==> src/rtl/dmfwj_pkg.sv <==
// dmfwj_pkg: shared widths, reset values, register indexes and handshake types
// for the dial mode filter. No dependencies.
package dmfwj_pkg;

    localparam int SAMPLE_W        = 12;
    localparam int GAIN_W          = 16;
    localparam int OFS_W           = 16;
    localparam int POS_W           = 18;
    localparam int DIAL_W          = 33;
    localparam int WINDOW_SIZE_DEF = 16;

    localparam int APB_AW = 4;
    localparam int APB_DW = 32;

    localparam logic [SAMPLE_W-1:0] LOWER_RST = 12'd1024;
    localparam logic [SAMPLE_W-1:0] UPPER_RST = 12'd3072;
    localparam logic [GAIN_W-1:0]   GAIN_RST  = 16'd256;

    localparam logic signed [OFS_W-1:0] OFS_MAX = 16'sd32767;
    localparam logic signed [OFS_W-1:0] OFS_MIN = -16'sd32767;

    typedef enum logic [1:0] {
        REG_LOWER = 2'd0,
        REG_UPPER = 2'd1,
        REG_GAIN  = 2'd2
    } dmfwj_reg_t;

    // mode unit result toward the top-level sequencer
    typedef struct packed {
        logic                done;
        logic [SAMPLE_W-1:0] mode;
    } dmfwj_mode_res_t;

endpackage

==> src/rtl/dial_mode_filter_window_jog_top.sv <==
// Dial mode filter with sliding deadband: top level, config registers, offset
// and output sequencer. Depends on dmfwj_pkg, dmfwj_window_mem, dmfwj_mode_unit.
//
// Each input beat stores one 12-bit sample and returns one output beat with the
// held dial value. A sample that does not complete the window loads its output
// beat straight from the idle state. The sample that completes a window starts a
// mode search that runs one equality compare per cycle while scanning the window
// memory through its single read port. The offset update, one 18x17 multiply and
// the output load follow in that order, and the input is held off from that
// sample's accept until its output beat is loaded and the sequencer is idle again.
// The output beat of that sample carries window_done set.
module dial_mode_filter_window_jog_top
    import dmfwj_pkg::*;
#(
    parameter int WINDOW_SIZE = WINDOW_SIZE_DEF
) (
    input  logic              clk,
    input  logic              rst_n,
    // APB config
    input  logic              psel,
    input  logic              penable,
    input  logic              pwrite,
    input  logic [APB_AW-1:0] paddr,
    input  logic [APB_DW-1:0] pwdata,
    output logic [APB_DW-1:0] prdata,
    output logic              pready,
    // input stream
    input  logic              s_tvalid,
    output logic              s_tready,
    input  logic [15:0]       s_tdata,  // [11:0] sample
    // output stream
    output logic              m_tvalid,
    input  logic              m_tready,
    output logic [47:0]       m_tdata,  // [32:0] dial_value, [44:33] mode_reading
    output logic              m_tuser   // [0] window_done
);

    localparam int IDX_W = $clog2(WINDOW_SIZE);
    localparam logic [IDX_W-1:0] LAST_IDX = IDX_W'(WINDOW_SIZE - 1);

    typedef enum logic [3:0] {
        T_IDLE = 4'b0001,
        T_SCAN = 4'b0010,
        T_MUL  = 4'b0100,
        T_OUT  = 4'b1000
    } top_state_t;

    top_state_t                state_reg, state_next;
    logic [SAMPLE_W-1:0]       lower_reg, upper_reg;
    logic [GAIN_W-1:0]         gain_reg;
    logic [IDX_W-1:0]          wr_idx_reg;
    logic signed [OFS_W-1:0]   ofs_reg, ofs_next;
    logic [SAMPLE_W-1:0]       last_mode_reg, last_mode_next;
    logic signed [POS_W-1:0]   pos_reg, pos_next;
    logic signed [DIAL_W-1:0]  held_reg, held_next;
    logic                      out_valid_reg;
    logic                      out_done_reg;
    logic signed [DIAL_W-1:0]  out_dial_reg;
    logic [SAMPLE_W-1:0]       out_mode_reg;

    logic                      cfg_wr;
    logic                      in_acc;
    logic                      out_free;
    logic                      win_last;
    logic                      start;
    logic                      load_out;
    logic                      load_done;
    logic [IDX_W-1:0]          rd_addr;
    logic [SAMPLE_W-1:0]       rd_data;
    dmfwj_mode_res_t           mres;

    logic signed [POS_W-1:0]   m_s, lo_s, hi_s, ofs_s;
    logic signed [OFS_W-1:0]   ofs_dn, ofs_up;
    logic signed [POS_W+GAIN_W:0] prod;

    // config port
    assign pready = 1'b1;
    assign cfg_wr = psel && penable && pwrite && pready;

    always_ff @(posedge clk or negedge rst_n)
    begin
        if (!rst_n)
        begin
            lower_reg <= LOWER_RST;
            upper_reg <= UPPER_RST;
            gain_reg  <= GAIN_RST;
        end
        else if (cfg_wr)
        begin
            unique case (paddr[3:2])
                REG_LOWER: lower_reg <= pwdata[SAMPLE_W-1:0];
                REG_UPPER: upper_reg <= pwdata[SAMPLE_W-1:0];
                REG_GAIN:  gain_reg  <= pwdata[GAIN_W-1:0];
                default:   ;
            endcase
        end
    end

    always_comb
    begin
        unique case (paddr[3:2])
            REG_LOWER: prdata = APB_DW'(lower_reg);
            REG_UPPER: prdata = APB_DW'(upper_reg);
            REG_GAIN:  prdata = APB_DW'(gain_reg);
            default:   prdata = '0;
        endcase
    end

    // stream handshakes
    assign out_free = !out_valid_reg || m_tready;
    assign s_tready = (state_reg == T_IDLE) && out_free;
    assign in_acc   = s_tvalid && s_tready;
    assign win_last = (wr_idx_reg == LAST_IDX);
    assign start    = in_acc && win_last;

    always_ff @(posedge clk or negedge rst_n)
    begin
        if (!rst_n)
        begin
            wr_idx_reg <= '0;
        end
        else if (in_acc)
        begin
            wr_idx_reg <= win_last ? '0 : IDX_W'(wr_idx_reg + 1'b1);
        end
    end

    dmfwj_window_mem #(
        .DEPTH  (WINDOW_SIZE),
        .ADDR_W (IDX_W),
        .DATA_W (SAMPLE_W)
    ) u_mem (
        .clk     (clk),
        .wr_en   (in_acc),
        .wr_addr (wr_idx_reg),
        .wr_data (s_tdata[SAMPLE_W-1:0]),
        .rd_addr (rd_addr),
        .rd_data (rd_data)
    );

    dmfwj_mode_unit #(
        .WINDOW_SIZE (WINDOW_SIZE),
        .IDX_W       (IDX_W)
    ) u_mode (
        .clk     (clk),
        .rst_n   (rst_n),
        .start   (start),
        .rd_addr (rd_addr),
        .rd_data (rd_data),
        .res     (mres)
    );

    // offset step and position
    assign m_s    = $signed(POS_W'(mres.mode));
    assign lo_s   = $signed(POS_W'(lower_reg));
    assign hi_s   = $signed(POS_W'(upper_reg));
    assign ofs_s  = POS_W'(ofs_reg);
    assign ofs_dn = (ofs_reg != OFS_MIN) ? OFS_W'(ofs_reg - OFS_W'(1)) : ofs_reg;
    assign ofs_up = (ofs_reg != OFS_MAX) ? OFS_W'(ofs_reg + OFS_W'(1)) : ofs_reg;
    assign prod   = pos_reg * $signed({1'b0, gain_reg});

    always_comb
    begin
        state_next     = state_reg;
        ofs_next       = ofs_reg;
        last_mode_next = last_mode_reg;
        pos_next       = pos_reg;
        held_next      = held_reg;
        load_out       = 1'b0;
        load_done      = 1'b0;
        unique case (state_reg)
            T_IDLE:
            begin
                if (start)
                begin
                    state_next = T_SCAN;
                end
                else if (in_acc)
                begin
                    load_out = 1'b1;
                end
            end
            T_SCAN:
            begin
                if (mres.done)
                begin
                    last_mode_next = mres.mode;
                    priority if (mres.mode < lower_reg)
                    begin
                        ofs_next = ofs_dn;
                        pos_next = POS_W'(ofs_dn);
                    end
                    else if (mres.mode > upper_reg)
                    begin
                        ofs_next = ofs_up;
                        pos_next = POS_W'(ofs_up) + hi_s - lo_s;
                    end
                    else
                    begin
                        pos_next = m_s - lo_s + ofs_s;
                    end
                    state_next = T_MUL;
                end
            end
            T_MUL:
            begin
                held_next  = prod[DIAL_W-1:0];
                state_next = T_OUT;
            end
            T_OUT:
            begin
                if (out_free)
                begin
                    load_out   = 1'b1;
                    load_done  = 1'b1;
                    state_next = T_IDLE;
                end
            end
            default:
            begin
                state_next = T_IDLE;
            end
        endcase
    end

    always_ff @(posedge clk or negedge rst_n)
    begin
        if (!rst_n)
        begin
            state_reg     <= T_IDLE;
            ofs_reg       <= '0;
            last_mode_reg <= '0;
            held_reg      <= '0;
            out_valid_reg <= 1'b0;
        end
        else
        begin
            state_reg     <= state_next;
            ofs_reg       <= ofs_next;
            last_mode_reg <= last_mode_next;
            held_reg      <= held_next;
            if (load_out)
            begin
                out_valid_reg <= 1'b1;
            end
            else if (m_tready)
            begin
                out_valid_reg <= 1'b0;
            end
        end
    end

    always_ff @(posedge clk)
    begin
        pos_reg <= pos_next;
        if (load_out)
        begin
            out_done_reg <= load_done;
            out_dial_reg <= held_reg;
            out_mode_reg <= last_mode_reg;
        end
    end

    assign m_tvalid = out_valid_reg;
    assign m_tdata  = {3'b000, out_mode_reg, out_dial_reg};
    assign m_tuser  = out_done_reg;

endmodule

==> src/rtl/dmfwj_window_mem.sv <==
// dmfwj_window_mem: sample window storage, one write and one registered read port.
// Depends on nothing.
module dmfwj_window_mem #(
    parameter int DEPTH  = 16,
    parameter int ADDR_W = 4,
    parameter int DATA_W = 12
) (
    input  logic              clk,
    input  logic              wr_en,
    input  logic [ADDR_W-1:0] wr_addr,
    input  logic [DATA_W-1:0] wr_data,
    input  logic [ADDR_W-1:0] rd_addr,
    output logic [DATA_W-1:0] rd_data
);

    logic [DATA_W-1:0] mem [DEPTH];
    logic [DATA_W-1:0] rd_data_reg;

    always_ff @(posedge clk)
    begin
        if (wr_en)
        begin
            mem[wr_addr] <= wr_data;
        end
    end

    always_ff @(posedge clk)
    begin
        rd_data_reg <= mem[rd_addr];
    end

    assign rd_data = rd_data_reg;

endmodule

==> src/rtl/dmfwj_mode_unit.sv <==
// dmfwj_mode_unit: finds the window mode with one shared equality compare,
// stepping a reference index and a scan index over the window memory.
// Depends on dmfwj_pkg.
module dmfwj_mode_unit
    import dmfwj_pkg::*;
#(
    parameter int WINDOW_SIZE = WINDOW_SIZE_DEF,
    parameter int IDX_W       = $clog2(WINDOW_SIZE)
) (
    input  logic                clk,
    input  logic                rst_n,
    input  logic                start,
    output logic [IDX_W-1:0]    rd_addr,
    input  logic [SAMPLE_W-1:0] rd_data,
    output dmfwj_mode_res_t     res
);

    localparam int CNT_W = $clog2(WINDOW_SIZE + 1);
    localparam logic [IDX_W-1:0] LAST_IDX = IDX_W'(WINDOW_SIZE - 1);

    typedef enum logic [4:0] {
        M_IDLE = 5'b00001,
        M_REF  = 5'b00010,
        M_REFW = 5'b00100,
        M_SCAN = 5'b01000,
        M_BEST = 5'b10000
    } mode_state_t;

    mode_state_t         state_reg, state_next;
    logic [IDX_W-1:0]    i_reg, i_next;
    logic [IDX_W-1:0]    j_reg, j_next;
    logic [CNT_W-1:0]    cnt_reg, cnt_next;
    logic [CNT_W-1:0]    best_cnt_reg, best_cnt_next;
    logic [SAMPLE_W-1:0] ref_reg, ref_next;
    logic [SAMPLE_W-1:0] best_reg, best_next;
    logic                done_reg, done_next;
    logic                hit;

    assign hit = (rd_data == ref_reg);

    always_comb
    begin
        unique case (state_reg)
            M_REF:   rd_addr = i_reg;
            M_REFW:  rd_addr = '0;
            M_SCAN:  rd_addr = IDX_W'(j_reg + 1'b1);
            default: rd_addr = i_reg;
        endcase
    end

    always_comb
    begin
        state_next    = state_reg;
        i_next        = i_reg;
        j_next        = j_reg;
        cnt_next      = cnt_reg;
        best_cnt_next = best_cnt_reg;
        ref_next      = ref_reg;
        best_next     = best_reg;
        done_next     = 1'b0;
        unique case (state_reg)
            M_IDLE:
            begin
                if (start)
                begin
                    i_next        = '0;
                    best_cnt_next = '0;
                    state_next    = M_REF;
                end
            end
            M_REF:
            begin
                state_next = M_REFW;
            end
            M_REFW:
            begin
                ref_next   = rd_data;
                j_next     = '0;
                cnt_next   = '0;
                state_next = M_SCAN;
            end
            M_SCAN:
            begin
                if (hit)
                begin
                    cnt_next = CNT_W'(cnt_reg + 1'b1);
                end
                j_next = IDX_W'(j_reg + 1'b1);
                if (j_reg == LAST_IDX)
                begin
                    state_next = M_BEST;
                end
            end
            M_BEST:
            begin
                // later index wins a tie
                if (cnt_reg >= best_cnt_reg)
                begin
                    best_cnt_next = cnt_reg;
                    best_next     = ref_reg;
                end
                if (i_reg == LAST_IDX)
                begin
                    done_next  = 1'b1;
                    state_next = M_IDLE;
                end
                else
                begin
                    i_next     = IDX_W'(i_reg + 1'b1);
                    state_next = M_REF;
                end
            end
            default:
            begin
                state_next = M_IDLE;
            end
        endcase
    end

    always_ff @(posedge clk or negedge rst_n)
    begin
        if (!rst_n)
        begin
            state_reg <= M_IDLE;
            done_reg  <= 1'b0;
        end
        else
        begin
            state_reg <= state_next;
            done_reg  <= done_next;
        end
    end

    always_ff @(posedge clk)
    begin
        i_reg        <= i_next;
        j_reg        <= j_next;
        cnt_reg      <= cnt_next;
        best_cnt_reg <= best_cnt_next;
        ref_reg      <= ref_next;
        best_reg     <= best_next;
    end

    assign res.done = done_reg;
    assign res.mode = best_reg;

endmodule

==> config.mk <==
export PLATFORM = sky130hd
export DESIGN_NAME = dial_mode_filter_window_jog_top
export DESIGN_NICKNAME = d
export VERILOG_FILES = /design/src/rtl/dmfwj_pkg.sv /design/src/rtl/dial_mode_filter_window_jog_top.sv /design/src/rtl/dmfwj_window_mem.sv /design/src/rtl/dmfwj_mode_unit.sv
export SDC_FILE = /design/constraint.sdc
export NUM_CORES = 1
export LEC_CHECK = 0
export ABC_AREA = 1
export BUFFER_PORTS_ARGS = -buffer_cell sky130_fd_sc_hd__clkbuf_2
export CORE_MARGIN = 5
export CORE_UTILIZATION = 45
export DETAILED_ROUTE_END_ITERATION = 12
export PLACE_DENSITY_LB_ADDON = 0.2
export SYNTH_ARGS = -nofsm -noshare
export SYNTH_HDL_FRONTEND = slang
export SYNTH_HIERARCHICAL = 1
export SYNTH_SLANG_ARGS = --single-unit
==> constraint.sdc <==
create_clock -name clk -period 8.2 [get_ports clk]
set_input_delay 0.82 -clock clk [delete_from_list [all_inputs] [get_ports clk]]
set_output_delay 0.82 -clock clk [all_outputs]
set_load 0.02 [all_outputs]
==> impl_metrics.py <==
metrics = {
    "run_status": {
        "outcome": "completed",
    },
    "yosys": {
        "avgSynthCellArea_um2": 8.43,
        "syn_inst": 3921,
        "synth.distinct_cells": 54,
        "synth_area_um2": 33100,
        "netlist_top_cells_area": "edfxtp_1 27%, fa_1 18%, nand2_1 13%",
        "ys_seq_elements": 426,
        "yosysSeqAreaShare_pct": 36.6,
        "synth_top_area_share_pct": 27.1,
        "ys_async_sr_fraction_pct": 27.2,
        "synth-edff-count": 298,
        "yosysTopAreaCell": "edfxtp_1",
        "yosysWarnings": 6,
        "ys.flop_type": "edfxtp_1",
    },
    "layout": {
        "final_common_cell": "nand2_1",
        "layout_common_cells": "1115 x nand2_1, 880 x inv_1, 298 x edfxtp_1",
        "final_area_um2": 35900,
        "seq_area_um2": 12100,
        "syn_to_final_growth_pct": 8.70,
        "multiInputGateArea_um2": 16900,
        "fillerInstances": 7017,
        "antenna_cells": 0,
        "nets": 4468,
        "largest_reg_flops": 192,
        "layout.cells.non_filler": 4960,
        "drive_gt1_share_pct": 6.77,
    },
    "drt": {
        "drc": 0,
        "wirelength_um": 86500,
        "drt-initial-drc-count": 1728,
        "vias": 24547,
        "firstDrtPassIters": 7,
        "via_per_inst": 4.95,
        "wl_per_cell_um": 17.4,
        "drtAntennaViolNets": 0,
    },
    "placement": {
        "dpl_cell_area_um2": 34300,
        "hpwlAfterDp_um": 64600,
        "routabilityCongestion": 0.936,
        "placement.io_buffers": 100,
        "place_inst": 4869,
    },
    "grt": {
        "grt_pass1_wl_um": 138000,
        "groute.layer.met2.usage_pct": 39.1,
        "antenna_found_initial": 0,
        "track_usage_pct": 22.2,
        "met1_usage_pct": 29.1,
        "grt_max_degree": 76,
        "grt-ovfl-total": 0,
        "grt_pass1_vias": 24612,
        "use_met3_pct": 2.79,
        "busiest_layer": "met2",
    },
    "timing": {
        "setup_viol": 0,
        "fin_crit_ns": 6.45,
        "tightest_slew_ns": 1.19,
        "fin_tns_setup_ns": 0,
        "finalMaxSlewViolations": 0,
        "fmax_mhz": 155,
        "clock_skew_ns": 0.0269,
        "hold_violations": 0,
        "rsz0062_at_grt": "no",
        "holdWs_ns": 0.158,
        "timing.slew.headroom_pct": 20.5,
        "fin_crit_sh_pct": 78.7,
    },
    "clocking": {
        "clkSinkCount": 426,
        "cts_tree": "built",
        "hold_buffers": 0,
        "clockBufferDepth": 3,
        "clk_latency_ns": 0.63,
        "post_cts_buffers": 0,
        "h-tree-depth": 2,
        "cts_buffers": 49,
        "cts_root_buf": "clkbuf_16",
        "cts_resized": 0,
        "clk_pin_slew_ns": 0.06,
    },
    "setup_path": {
        "cp_top_family": "adder cells",
        "arrival_ns": 6.95,
        "crit_path_end_kind": "flip-flop",
        "worstPathCellList": "nand2_1 -> fa_1 -> fa_1 -> inv_1 -> fa_1 -> inv_1 -> fa_1 -> inv_1 -> fa_1 -> inv_1 -> fa_1 -> inv_1 -> ha_1 -> inv_1 -> nor3_1 -> nand2_1 -> nor4_1 -> nand2_1 -> nand2_1 -> nand2_1 -> nand3_1 -> nand2_1",
        "critical_path_peak_fanout": 16,
        "cp_slowest_cell": "edfxtp_1",
        "critPathLaunchType": "flip-flop",
        "cp.required_ns": 8.70,
        "cp_num_buf_inv": 6,
        "r2r_slack_ns": 1.75,
        "critPathMaxStageDelay_ns": 0.76,
        "crit_type": "reg -> reg",
    },
    "floorplanning": {
        "start_util_pct": 45.3,
        "die-width_um": 281,
        "die_h_um": 281,
        "fp.dieArea_um2": 79000,
        "rows": 99,
        "ios": 143,
        "core_area_um2": 73000,
    },
    "hold_path": {
        "hp-class": "in -> async",
    },
    "job": {
        "maxCapViolCount": 0,
    },
}
-- metrics by stage --
step	setup WS (ns)	util, %
floorplan	2.37	-
global placement	1.76	47.0
detailed placement	1.75	47.0
CTS	1.70	49.3
global route	1.19	49.3
finish	1.75	49.3
-- logic make-up after synthesis --
| kind of cell | count (synthesis) | synth area share (%) |
|---|---|---|
| simple gates | 1645 | 20.6 |
| buf+inv | 1054 | 12.6 |
| fa+ha+maj | 448 | 23.6 |
| flops | 426 | 36.6 |
| compound gates | 282 | 4.81 |
| xor+xnor | 64 | 1.69 |
| other cells | 2 | 0.0227 |
-- layer usage --
metal	vias to the layer above	part of all wire, %
met5	-	0
met2	660	50
met4	0	3.1
met3	125	5.5
li1	12022	-
met1	11740	42
-- area by class of cell --
cell class	count	share of cell area, %
clock inverter	32	1.01
clock buffer	59	3.52
tap	959	3.34
timing repair buffer	136	2.16
sequential	426	33.7
multi-input combinational	2459	47.0
inverter	889	9.30
-- worst paths after layout --
check,to,cells past startpoint,startpoint
hold / removal,gain_reg[0]$_DFFE_PN0P_,1,rst_n
max in group asynchronous,last_mode_reg[3]$_DFFE_PN0P_,2,rst_n
hold reg to reg,u_mode/ref_reg[5]$_DFFE_PP_,0,u_mem/rd_data[5]$_DFF_P_
setup / recovery,held_reg[31]$_DFFE_PN0P_,22,pos_reg[17]$_DFFE_PP_
setup reg to reg,held_reg[31]$_DFFE_PN0P_,22,pos_reg[17]$_DFFE_PP_
min in group clk,u_mode/ref_reg[5]$_DFFE_PP_,0,u_mem/rd_data[5]$_DFF_P_
-- synthesized netlist by cell type (29+ instances only) --
library cell,instances
inv_1,880
dfrtp_1,110
ha_1,153
xor2_1,39
o21ai_0,116
a21oi_1,100
nor2_1,173
buf_2,29
fa_1,295
nand2_1,1115
nand3_1,268
clkbuf_1,90
edfxtp_1,298
-- worst register-to-register path: stages, from the launching register on --
cell	delay [ns]
edfxtp_1	0.76
nand2_1	0.27
fa_1	0.67
fa_1	0.63
inv_1	0.23
fa_1	0.60
inv_1	0.05
fa_1	0.48
inv_1	0.06
fa_1	0.53
inv_1	0.06
fa_1	0.53
inv_1	0.04
ha_1	0.37
inv_1	0.09
nor3_1	0.27
nand2_1	0.11
nor4_1	0.18
nand2_1	0.14
nand2_1	0.09
nand2_1	0.05
nand3_1	0.06
nand2_1	0.06
Power is left out: the tool's default activity adds up to more than one toggle a clock period on the data nets, which glitch-free logic cannot reach.
